--- config.mk ---
export PLATFORM = sky130hd
export DESIGN_NAME = screen_command_frame_parser_core
export DESIGN_NICKNAME = d
export VERILOG_FILES = /design/src/rtl/core/scfp_pkg.sv /design/src/rtl/core/screen_command_frame_parser_core.sv
export SDC_FILE = /design/constraint.sdc
export NUM_CORES = 1
export LEC_CHECK = 0
export BUFFER_PORTS_ARGS = -buffer_cell sky130_fd_sc_hd__buf_2
export CORE_AREA = 2 2 111 113
export CTS_CLUSTER_SIZE = 24
export DETAILED_ROUTE_END_ITERATION = 10
export DIE_AREA = 0 0 113 115
export PLACE_DENSITY = 0.84
export SKIP_LAST_GASP = 1
export SLEW_MARGIN = 20
export SYNTH_ARGS = -nofsm -noshare
export SYNTH_HDL_FRONTEND = slang
export SYNTH_SLANG_ARGS = --single-unit
--- constraint.sdc ---
create_clock -name clk -period 10.4 [get_ports clk]
set_clock_uncertainty 0.15 [all_clocks]
set_input_delay 2.08 -clock clk [delete_from_list [all_inputs] [get_ports clk]]
set_output_delay 2.08 -clock clk [all_outputs]
set_load 0.05 [all_outputs]
--- src/rtl/core/scfp_pkg.sv ---
// Shared constants and types for the screen command frame parser.
// No dependencies; imported by the core and its checker.
package scfp_pkg;

  // Command length in bytes; supported range 3 to 8
  localparam int CMD_BYTES  = 4;
  localparam int CMD_IDX_W  = (CMD_BYTES > 1) ? $clog2(CMD_BYTES) : 1;
  localparam int WORD_BYTES = (CMD_BYTES < 4) ? CMD_BYTES : 4;

  localparam logic [7:0] HDR_BYTE     = 8'h5A;
  localparam logic [7:0] TRL_BYTE     = 8'hA5;
  localparam logic [7:0] CMD_GRP_BYTE = 8'h00;
  localparam logic [7:0] CMD_PIC_BYTE = 8'h03;
  localparam logic [7:0] CMD_DL_BYTE  = 8'h10;

  typedef enum logic [1:0] {
    KIND_PIC   = 2'd0,
    KIND_DL    = 2'd1,
    KIND_OTHER = 2'd2
  } kind_t;

  typedef enum logic [6:0] {
    PH_HUNT0   = 7'b0000001,
    PH_HUNT1   = 7'b0000010,
    PH_CMD     = 7'b0000100,
    PH_DL_LEN  = 7'b0001000,
    PH_DL_DATA = 7'b0010000,
    PH_PIC     = 7'b0100000,
    PH_TRAILER = 7'b1000000
  } phase_t;

  typedef logic [7:0] byte_t;

endpackage

--- src/rtl/core/screen_command_frame_parser_core.sv ---
// Screen command frame parser core: byte-wise frame state machine with a result register.
// Depends on scfp_pkg.
// Each accepted input beat's result is registered and appears in the next cycle.
// Throughput: one beat per cycle; a new input beat is taken whenever the result
// register is empty or is drained in the same cycle.
// Reset: synchronous, active low; clears the phase, counters, command bytes and
// the result valid, and sets the frame kind to "other".
module screen_command_frame_parser_core
  import scfp_pkg::*;
(
  input  logic        clk,
  input  logic        rst_n,
  // input channel
  input  logic        in_valid,
  output logic        in_stall,
  input  logic [7:0]  in_rx_byte,
  // result channel
  output logic        out_valid,
  input  logic        out_stall,
  output logic        out_payload_valid,
  output logic [7:0]  out_payload_byte,
  output logic [15:0] out_payload_index,
  output logic        out_download_start,
  output logic        out_frame_done,
  output logic        out_frame_ok,
  output logic [1:0]  out_command_kind,
  output logic [31:0] out_command_word
);

  // Parser state
  phase_t      phase_r, phase_nxt;
  logic [15:0] byte_count_r, byte_count_nxt;
  logic [15:0] exp_len_r, exp_len_nxt;
  byte_t       cmd_r [CMD_BYTES];
  byte_t       cmd_nxt [CMD_BYTES];
  byte_t       len_high_r, len_high_nxt;
  kind_t       kind_r, kind_nxt;

  // Result register
  logic        out_valid_r;
  logic        pv_r, pv_nxt;
  byte_t       pb_r, pb_nxt;
  logic [15:0] pi_r, pi_nxt;
  logic        ds_r, ds_nxt;
  logic        fd_r, fd_nxt;
  logic        fo_r, fo_nxt;
  logic [31:0] word_r, word_nxt;

  logic        accept;
  logic [15:0] cnt_inc;
  byte_t       b;

  // Stall only while a finished result is held and the sink is stalling;
  // otherwise the result register frees up this cycle.
  assign in_stall = out_valid_r && out_stall;
  assign accept   = in_valid && !in_stall;
  assign b        = in_rx_byte;
  assign cnt_inc  = byte_count_r + 16'd1;

  // Next state and result for the current beat
  always_comb begin
    phase_nxt      = phase_r;
    byte_count_nxt = byte_count_r;
    exp_len_nxt    = exp_len_r;
    len_high_nxt   = len_high_r;
    kind_nxt       = kind_r;
    for (int i = 0; i < CMD_BYTES; i++) begin
      cmd_nxt[i] = cmd_r[i];
    end
    pv_nxt = 1'b0;
    pb_nxt = '0;
    pi_nxt = '0;
    ds_nxt = 1'b0;
    fd_nxt = 1'b0;
    fo_nxt = 1'b0;

    case (phase_r)
      PH_HUNT0: begin
        phase_nxt      = (b == HDR_BYTE) ? PH_HUNT1 : PH_HUNT0;
        byte_count_nxt = '0;
      end
      PH_HUNT1: begin
        phase_nxt      = (b == HDR_BYTE) ? PH_CMD : PH_HUNT0;
        byte_count_nxt = '0;
      end
      PH_CMD: begin
        // Store the byte first; the decode below sees the completed command
        if (byte_count_r < 16'(CMD_BYTES)) begin
          cmd_nxt[byte_count_r[CMD_IDX_W-1:0]] = b;
        end
        byte_count_nxt = cnt_inc;
        if (cnt_inc >= 16'(CMD_BYTES)) begin
          byte_count_nxt = '0;
          if (cmd_nxt[0] == CMD_GRP_BYTE && cmd_nxt[1] == CMD_PIC_BYTE) begin
            phase_nxt   = PH_PIC;
            kind_nxt    = KIND_PIC;
            // cmd[2]*4-1, wrapping so that zero gives 65535
            exp_len_nxt = {6'd0, cmd_nxt[2], 2'b00} - 16'd1;
          end else if (cmd_nxt[0] == CMD_GRP_BYTE && cmd_nxt[1] == CMD_DL_BYTE) begin
            phase_nxt = PH_DL_LEN;
            kind_nxt  = KIND_DL;
            ds_nxt    = 1'b1;
          end else begin
            phase_nxt = PH_TRAILER;
            kind_nxt  = KIND_OTHER;
          end
        end
      end
      PH_DL_LEN: begin
        // Length bytes count as payload bytes 0 and 1
        pv_nxt = 1'b1;
        pb_nxt = b;
        pi_nxt = byte_count_r;
        if (byte_count_r == 16'd0) begin
          len_high_nxt = b;
        end
        byte_count_nxt = cnt_inc;
        if (cnt_inc == 16'd2) begin
          phase_nxt   = PH_DL_DATA;
          exp_len_nxt = {len_high_r, b} + 16'd2;
        end
      end
      PH_DL_DATA, PH_PIC: begin
        pv_nxt         = 1'b1;
        pb_nxt         = b;
        pi_nxt         = byte_count_r;
        byte_count_nxt = cnt_inc;
        if (cnt_inc == exp_len_r) begin
          phase_nxt = PH_TRAILER;
        end
      end
      PH_TRAILER: begin
        fd_nxt    = 1'b1;
        fo_nxt    = (b == TRL_BYTE);
        phase_nxt = PH_HUNT0;
      end
      default: begin
        phase_nxt = PH_HUNT0;
      end
    endcase

    // First WORD_BYTES command bytes, first byte most significant
    word_nxt = '0;
    for (int i = 0; i < WORD_BYTES; i++) begin
      word_nxt = {word_nxt[23:0], cmd_nxt[i]};
    end
  end

  // Control state: advance on every accepted beat
  always_ff @(posedge clk) begin
    if (!rst_n) begin
      phase_r      <= PH_HUNT0;
      byte_count_r <= '0;
      exp_len_r    <= '0;
      len_high_r   <= '0;
      kind_r       <= KIND_OTHER;
      for (int i = 0; i < CMD_BYTES; i++) begin
        cmd_r[i] <= '0;
      end
    end else if (accept) begin
      phase_r      <= phase_nxt;
      byte_count_r <= byte_count_nxt;
      exp_len_r    <= exp_len_nxt;
      len_high_r   <= len_high_nxt;
      kind_r       <= kind_nxt;
      for (int i = 0; i < CMD_BYTES; i++) begin
        cmd_r[i] <= cmd_nxt[i];
      end
    end
  end

  // Result valid: set on accept, drop when taken without a new beat
  always_ff @(posedge clk) begin
    if (!rst_n) begin
      out_valid_r <= 1'b0;
    end else if (accept) begin
      out_valid_r <= 1'b1;
    end else if (!out_stall) begin
      out_valid_r <= 1'b0;
    end
  end

  // Result payload: load on accept, hold otherwise
  always_ff @(posedge clk) begin
    if (accept) begin
      pv_r   <= pv_nxt;
      pb_r   <= pb_nxt;
      pi_r   <= pi_nxt;
      ds_r   <= ds_nxt;
      fd_r   <= fd_nxt;
      fo_r   <= fo_nxt;
      word_r <= word_nxt;
    end
  end

  // The reported kind is the kind register after the beat
  logic [1:0] kind_out_r;
  always_ff @(posedge clk) begin
    if (accept) begin
      kind_out_r <= kind_nxt;
    end
  end

  assign out_valid          = out_valid_r;
  assign out_payload_valid  = pv_r;
  assign out_payload_byte   = pb_r;
  assign out_payload_index  = pi_r;
  assign out_download_start = ds_r;
  assign out_frame_done     = fd_r;
  assign out_frame_ok       = fo_r;
  assign out_command_kind   = kind_out_r;
  assign out_command_word   = word_r;

endmodule

==> key figures <==
Clock network
  – Number of CTS-inserted buffers: 17
  – CTS Sinks: 144
  – H-tree Lvls: 4
  – CTS tree: done
  – Clock Tree Buf Depth: 2
  – Clk_lat worst skew: 440 ps
  – Root Buffer: clkbuf_16
  – Setup Fix Bufs, Post-CTS: 0
  – Post-CTS Hold Fix Bufs: 0
  – Post-CTS Resized: 0
  – Reg clk slew, reported paths: 60 ps

GRT
  – Pin count of the biggest net entering global routing: 44
  – Wire length of the first global-routing pass: 27800 um
  – Vias in the first global route: 5465
  – Gr usage total: 27.9%
  – GRT overflow: 0
  – Initial antenna violation count: 0

STA
  – RSZ-0062 raised after global routing: false
  – Maximum clock rate: 210 MHz
  – Final period util: 45.8%
  – Relative slew slack: 36.3%
  – Slew Limit Fails: 0
  – Setup ws final: 5640 ps
  – WHS: 327 ps
  – Endpoints failing setup: 0
  – Final setup TNS: 0 ps
  – Fin crit period: 4760 ps
  – Slew @ Worst Pin: 954 ps
  – Final hold vios: 0

Power and ir drop
  – Leak: 3.27 nW
  – Internal: 1.06 mW
  – Switching Share: 24.9%
  – Peak VDD IR: 0.000125 V
  – Switch Pwr: 0.351 mW
  – Part of the power in registers: 45.7%
  – Share of power burned in the clock network: 44.5%
  – Tot Pwr: 1.41 mW
  – Power per cell area: 168 nW/um^2
  – Logic gate share of total power: 9.8%

Worst hold path
  – Hold depth: 2
  – Worst Hold End: exp_len_r[1]$_SDFFE_PN0P_
  – Hold Crit Start: exp_len_r[1]$_SDFFE_PN0P_
  – Hold Path Class: reg -> reg

Placement
  – Final Wtd Congestion: 0.931
  – I/O Buffers: 75
  – Setup WS pre-CTS: 5310 ps
  – Placed Instances: 893
  – Post-DP Area: 7800 um^2
  – DP Wirelength: 11900 um

Die
  – DIE HEIGHT: 115 um
  – I/O pin count: 76
  – Die width: 113 um
  – Core Rows: 40
  – Area of the core: 11800 um^2
  – Full die area: 13000 um^2
  – Starting Density: 62.6%

Synth
  – Cell variety after synth: 63
  – Avg Inst Size Synth: 10.4 um^2
  – Top cell type's share of synthesized area: 38.2%
  – Count of mapped cells out of synthesis: 711
  – Top_reg_cell synth: edfxtp_1
  – Warnings from Yosys: 0
  – Yosys reg bits: 144
  – Syn nets: 730
  – Asr flop ratio synth: 0%
  – Post-synth EDFFs: 94
  – Seq/Total Area, Yosys: 51.7%
  – Synth top area cells: edfxtp_1 38%, dfxtp_1 14%, and2_1 4.7%
  – Yosys top cell by area: edfxtp_1
  – Mapped Area: 7390 um^2

Outcome
  – Status: complete, but fails checks
  – Failing checks: DRC

Route
  – Routed WL: 17300 um
  – Residual DRC count: 10
  – Routed Antenna Nets: 0
  – DRT Pass-1 Iters: 9
  – DRT iter0 DRCs: 524
  – DR vias/cell: 6.16
  – Drt wl/cell: 18.7 um
  – Via count: 5700

Setup path
  – Worst R2R Start: byte_count_r[12]$_SDFFE_PN0P_
  – Slowest CP cell: buf_2
  – Flop2flop setup slack: 6780 ps
  – Worst path most repeated cell: buf_2
  – Critical Path RT: 8170 ps
  – WP buf/inv: 3
  – Setup crit end kind: output port
  – Critical path type: in -> out
  – Slowest stage delay, CP: 250 ps
  – Reg2reg path depth: 10
  – Critical path arrival: 2530 ps
  – Critical path's top delay family: buffers and inverters
  – Worst path cell trace: buf_2, nand2_1, inv_1, buf_2
  – Reg2reg end: exp_len_r[8]$_SDFFE_PN0P_
  – Worst Setup Start Kind: input port
  – Max FO, Critical Path: 2

Cells and area
  – Utilization after layout: 71.2%
  – FF/Latch Area: 3820 um^2
  – Fraction of layout cells with a size suffix above 1: 19.9%
  – Fin area: 8410 um^2
  – Area Overhead vs Synth: 13.8%
  – Final cell count without fillers: 925
  – Final nets: 784
  – # fillers: 843
  – Multi-input gate area: 3330 um^2
  – Antenna cell count: 0

Flow run
  – Max-cap viol count: 0
==> worst min-delay path, stage by stage (launching register included) <==
cell	delay, ps
dfxtp_1	320
nand2_1	60
mux2i_1	60
==> synth_stat cells (9+ instances only) <==
master	number
inv_1	12
nand3_1	25
xnor2_1	27
and3_1	11
nand3b_1	10
a31oi_1	20
clkbuf_1	29
nor4_1	9
nor2_1	32
a21oi_1	23
buf_2	10
nor3_1	21
and2_1	55
dfxtp_1	50
xor2_1	16
nand2_1	90
o21ai_0	35
mux2_2	29
mux2i_1	12
edfxtp_1	94
o211ai_1	9
==> layout by cell type, fill, tap and decap left out, types with 4 or more instances in the layout <==
cell,count
a31oi_1,20
ha_1,7
o31ai_1,6
nand3_1,25
inv_1,11
xnor2_1,27
nand4_1,6
dfxtp_1,50
mux2_2,29
o211ai_1,9
edfxtp_1,94
or3_1,7
clkbuf_16,17
nor4_1,9
nand2_1,90
nor2b_1,4
mux2i_1,12
buf_2,75
and3_1,11
nor2_1,31
o21ai_0,35
nor3_1,21
a21oi_1,23
a211oi_1,4
xor2_1,16
buf_4,5
and2_1,55
nand3b_1,10
clkinv_4,4
a22oi_1,7
==> logic make-up (layout without fill, tap and decap cells) <==
kind of cell,after synthesis,in the layout,synth area share [%]
adder cells (fa/ha/maj),7,7,1.18
multiplexers,43,43,6.55
AND/OR/NAND/NOR,296,296,21.6
flip-flops,144,144,51.7
XOR/XNOR,45,45,5.70
AO/OA/AOI/OAI,119,119,10.0
buffers and inverters,57,124,3.23
==> power groups by stage <==
stage | clock, mW | sequential, mW | combinational (mW)
5_1_grt | 0.659 | 0.647 | 0.146
3_3_place_gp | 0 | 0.656 | 0.134
6_report | 0.628 | 0.645 | 0.138
3_5_place_dp | 0 | 0.657 | 0.137
4_1_cts | 0.633 | 0.645 | 0.138
2_1_floorplan | 0 | 0.708 | 0.0507
==> state kept, by name, summed over array words and instances (netlist names), 2 cells and up <==
register           flops
byte_count_r          16
cmd_r                 32
exp_len_r             16
kind_r                 2
len_high_r             8
out_command_kind       2
out_command_word      32
out_payload_byte       8
out_payload_index     16
phase_r                7
==> metal layers <==
metal	share of wire [%]	vias up	GRT usage [%]
met2	48	260	45.5
met3	8.0	47	6.22
met5	0	-	0
li1	-	2684	-
met1	42	2709	36.1
met4	2.4	0	12.0
==> final cells by class <==
type                            count  area share [%]
Clock buffer                       21            5.47
Clock inverter                     11            1.84
Inverter                           12           0.535
Multi-Input combinational cell    510            39.6
Sequential cell                   144            45.4
Tap cell                          147            2.19
Timing Repair Buffer               80            4.91
==> how the worst max path moves through the flow <==
stage	from	to	depth (start not counted)
6_report	out_stall	in_stall	4
5_1_grt	out_stall	phase_r[6]$_SDFFE_PN0P_	8
3_3_place_gp	out_stall	phase_r[6]$_SDFFE_PN0P_	8
3_5_place_dp	out_stall	phase_r[2]$_SDFFE_PN0P_	8
2_1_floorplan	out_stall	byte_count_r[3]$_SDFFE_PN0P_	7
4_1_cts	out_stall	in_stall	4
Note: power is estimated with default switching activity, not from simulation.
